`src/rtl/fpl_pkg.sv`:
```
package fpl_pkg;

   // configuration port address width, registers at byte address 4*i
   localparam int CSR_ADDR_BITS = 5;

   // register indexes
   typedef enum logic [2:0] {
      REG_STAGE_GAIN    = 3'd0,
      REG_FEEDBACK_GAIN = 3'd1,
      REG_DRIVE_GAIN    = 3'd2,
      REG_HP_ENABLE     = 3'd3,
      REG_HP_GAIN       = 3'd4
   } reg_index_type;

   // register reset values
   localparam logic [17:0] STAGE_GAIN_RESET    = 18'd0;
   localparam logic [16:0] FEEDBACK_GAIN_RESET = 17'd0;
   localparam logic [15:0] DRIVE_GAIN_RESET    = 16'd4096;
   localparam logic [17:0] HP_GAIN_RESET       = 18'd0;

   // drive of exactly 1.0 in Q4.12, anything above enables the soft clip
   localparam logic [15:0] DRIVE_UNITY = 16'd4096;

   // largest tanh table value, Q1.23
   localparam logic [23:0] CLIP_MAX = 24'h7FFFFF;

   // pole selector: ladder stages 0 to 3 and the high-pass pre-stage
   localparam logic [2:0] POLE_FIRST = 3'd0;
   localparam logic [2:0] POLE_LAST  = 3'd3;
   localparam logic [2:0] POLE_HP    = 3'd4;

   // arithmetic right shift applied to the shared product
   typedef enum logic [2:0] {
      SH_0  = 3'd0,
      SH_12 = 3'd1,
      SH_15 = 3'd2,
      SH_18 = 3'd3,
      SH_30 = 3'd4
   } shift_type;

   // one operation for the shared multiplier
   typedef struct packed {
      logic signed [32:0] op_a;
      logic signed [30:0] op_b;
      shift_type          shift;
   } mul_cmd_type;

   // clamp to the signed 32-bit Q4.27 range
   function automatic logic signed [31:0] sat32(input logic signed [63:0] v);
      if (v > 64'sd2147483647) begin
         return 32'sh7FFFFFFF;
      end else if (v < -64'sd2147483648) begin
         return 32'sh80000000;
      end
      return v[31:0];
   endfunction

endpackage

```
`src/rtl/fpl_mul_unit.sv`:
```
module fpl_mul_unit
   import fpl_pkg::*;
(
   input  logic               clock,
   input  mul_cmd_type        cmd,
   output logic signed [63:0] shifted
);

   logic signed [63:0] prod_ff;
   logic signed [63:0] prod_in;
   shift_type          shift_ff;
   shift_type          shift_in;

   // signed 33 x 31 product, registered with its shift
   always_comb begin
      prod_in  = cmd.op_a * cmd.op_b;
      shift_in = cmd.shift;
   end

   always_ff @(posedge clock) begin
      prod_ff  <= prod_in;
      shift_ff <= shift_in;
   end

   // floor shift back to the operand format
   always_comb begin
      case (shift_ff)
         SH_0:    shifted = prod_ff;
         SH_12:   shifted = prod_ff >>> 12;
         SH_15:   shifted = prod_ff >>> 15;
         SH_18:   shifted = prod_ff >>> 18;
         SH_30:   shifted = prod_ff >>> 30;
         default: shifted = prod_ff;
      endcase
   end

endmodule

```
`config.mk`:
```
export PLATFORM = sky130hd
export DESIGN_NAME = fpl_mul_unit
export DESIGN_NICKNAME = d
export VERILOG_FILES = /design/src/rtl/fpl_pkg.sv /design/src/rtl/fpl_mul_unit.sv
export SDC_FILE = /design/constraint.sdc
export NUM_CORES = 2
export LEC_CHECK = 0
export ABC_AREA = 1
export BUFFER_PORTS_ARGS = -buffer_cell sky130_fd_sc_hd__buf_2
export CAP_MARGIN = 5
export CORE_MARGIN = 2
export CORE_UTILIZATION = 55
export CTS_CLUSTER_SIZE = 40
export DETAILED_ROUTE_END_ITERATION = 8
export PLACE_DENSITY = 0.74
export SLEW_MARGIN = 20
export SYNTH_ARGS = -nofsm -noshare
export SYNTH_HDL_FRONTEND = slang
export SYNTH_SLANG_ARGS = --single-unit
```
`constraint.sdc`:
```
create_clock -name clock -period 9.75 [get_ports clock]
set_input_delay 0 -clock clock [delete_from_list [all_inputs] [get_ports clock]]
set_output_delay 0 -clock clock [all_outputs]
set_load 0.005 [all_outputs]
```
==> run_results.csv <==
group,metric,value,unit
synthesis,ys.flop_type,"dfxtp_1",
drt,dr.pass1.iters,7,
layout,nFillCells,6960,
drt,first_iter_violations,2547,
min_path,worstHoldStart,"cmd[34]",
synthesis,yosysSeqAreaShare,3.19,%
sta,finalHoldViolCount,0,
drt,drt_wl_total,118000,um
sta,final.setup.tns,0,ns
die,rows,101,
synthesis,synth_top_area_cell,"fa_1",
sta,min_period_over_period,76.7,%
job,maxCapViolations,0,
die,fp.coreArea,0.0758,mm^2
critical_path,crit_path_end_kind,"register",
layout,final_cell_mix,"inv_1 (1834), nand2_1 (1548), fa_1 (1076)",
layout,nets,6754,
drt,wire_per_inst,18.5,um
drt,met1_length,45800,um
synthesis,synth_cell_types,38,
min_path,hold_end,"prod_ff[0]$_DFF_P_",
critical_path,cpMaxStageDelayCell,"fa_1",
synthesis,synthesis.nets,6835,
drt,drc,0,
synthesis,syn_inst,5505,
global_route,grt_max_degree,54,
critical_path,path_buf_inv,8,
synthesis,yosysWarnings,0,
layout,diodes,0,
outcome,outcome,"completed",
clock_network,clock_sinks,67,
clock_network,root_buffer,"clkbuf_16",
sta,slew_violations,0,
critical_path,cpPeakStageDelay,0.83,ns
clock_network,cts_tree,"built",
die,die_y,281,um
clock_network,cts_buffers,9,
critical_path,critPathKind,"input pin to register",
drt,drtAntennaViolNets,0,
sta,slew_headroom,29.7,%
sta,fmax,0.134,GHz
clock_network,cts_buffer_depth,2,
critical_path,cp.arrival,7.71,ns
clock_network,cts_resized,0,
synthesis,synth_area_leaders,"fa_1 (51%), inv_1 (16%), nand2_1 (14%)",
die,dieArea,0.0787,mm^2
synthesis,syn_area,0.0421,mm^2
clock_network,clkTransAtPathRegs,0.06,ns
synthesis,ys_seq_elements,67,
sta,tightest_slew,1.05,ns
drt,route.met2.wl,56600,um
drt,dr.max_layer_used,"met5",
die,die_width,281,um
drt,wl_met3,9970,um
die,start_util,55.5,%
global_route,gr-total-overflow,0,
critical_path,crit_top_cell,"fa_1",
min_path,worstHoldPathCells,4,
drt,num_vias,33551,
synthesis,synth_top_area_share,51.2,%
place,port_buffers,131,
clock_network,htree_levels,3,
min_path,hold_class,"input pin to register",
synthesis,syn_area_per_cell,7.64,um^2
sta,finalSetupViolCount,0,
sta,fin_crit,7.48,ns
critical_path,path_max_fanout,33,
synthesis,synth_edf_count,0,
layout,layout_commonest_cell,"inv_1",
global_route,grt_usage,31.9,%
drt,routed_via_density,5.24,
critical_path,critical-path-top-delay-family,"adder cells",
die,ios,132,
critical_path,worstPathRequired,9.98,ns
synthesis,ys_async_sr_fraction,0,%
place,gp_congestion,1.01,
clock_network,ctsHoldBuffers,3,
clock_network,post_cts_buffers,0,
layout,drive_gt1_share,4.46,%
global_route,grt_pass1_vias,36660,
layout,areaGrowthSynthToFinish,3.37,%
global_route,grt_pass1_wl,194000,um
sta,rsz0062_at_grt,"no",
global_route,antenna_found_initial,2,
critical_path,cp-start-kind,"input pin",
place,hpwlAfterDp,96600,um
==> per-layer routing <==
layer  track usage [%]  vias to the layer above
li1                  -                    14978
met1              40.8                    16640
met2              54.1                     1561
met3              4.94                      368
met4              13.4                        4
met5                 0                        -
==> synthesized netlist by cell type (30+ instances only) <==
library cell	n
a21oi_1	72
a221oi_1	36
clkbuf_1	210
dfxtp_1	67
fa_1	1076
ha_1	186
inv_1	1834
nand2_1	1548
nand3_1	67
nor2_1	114
o21ai_0	30
o22ai_1	45
xor2_1	35
==> how the worst max path moves through the flow <==
| stage | start | endpoint | cells after the start |
|---|---|---|---|
| after floorplan | cmd[9] | prod_ff[62]$_DFF_P_ | 28 |
| after global placement | cmd[8] | prod_ff[62]$_DFF_P_ | 27 |
| after detailed placement | cmd[8] | prod_ff[62]$_DFF_P_ | 27 |
| after CTS | cmd[8] | prod_ff[62]$_DFF_P_ | 27 |
| after global routing | cmd[66] | prod_ff[59]$_DFF_P_ | 28 |
| final | cmd[8] | prod_ff[59]$_DFF_P_ | 25 |
==> kinds of logic (layout without fill, tap and decap cells) <==
| group | Yosys count | in the layout | share of synthesized area (%) |
|---|---|---|---|
| AND/OR/NAND/NOR | 1822 | 1822 | 17.2 |
| flip-flops | 67 | 67 | 3.19 |
| XOR/XNOR | 39 | 39 | 0.812 |
| adder cells (fa/ha/maj) | 1262 | 1262 | 56.7 |
| buffers and inverters | 2093 | 2017 | 18.7 |
| AO/OA/AOI/OAI | 222 | 222 | 3.32 |
==> stage by stage <==
step / std cells / util [%] / setup WS [ns] / hold slack [ns] / cell area [um^2]
floorplan: 5505 / - / 3.02 / 0.0277 / 42100
global placement: 6388 / 56.9 / 2.05 / 0.104 / 43100
detailed placement: 6388 / 56.9 / 1.90 / 0.111 / 43100
CTS: 6407 / 57.3 / 2.24 / 0.233 / 43500
global route: 6407 / 57.3 / 1.76 / 0.241 / 43500
finish: 6407 / 57.3 / 2.27 / 0.248 / 43500
==> tightest hold or removal path: cells and delay by family <==
| family | cells | cell delay (ns) |
|---|---|---|
| buffers and inverters | 3 | 0.40 |
| AND/OR/NAND/NOR | 1 | 0.14 |
==> layout make-up <==
class / count / area [um^2] / area share, %
timing repair buffer: 154 / 836 / 1.92
tap: 978 / 1220 / 2.81
clock buffer: 9 / 225 / 0.518
multi-input combinational: 3345 / 32800 / 75.5
sequential: 67 / 1340 / 3.08
inverter: 1847 / 6930 / 15.9
clock inverter: 7 / 82.6 / 0.190
==> registers in the layout (all words and copies together), names as in the netlist <==
register  flops
prod_ff      64
shift_ff      3
Power is left out: the tool's default activity adds up to more than one toggle a clock period on the data nets, which glitch-free logic cannot reach.
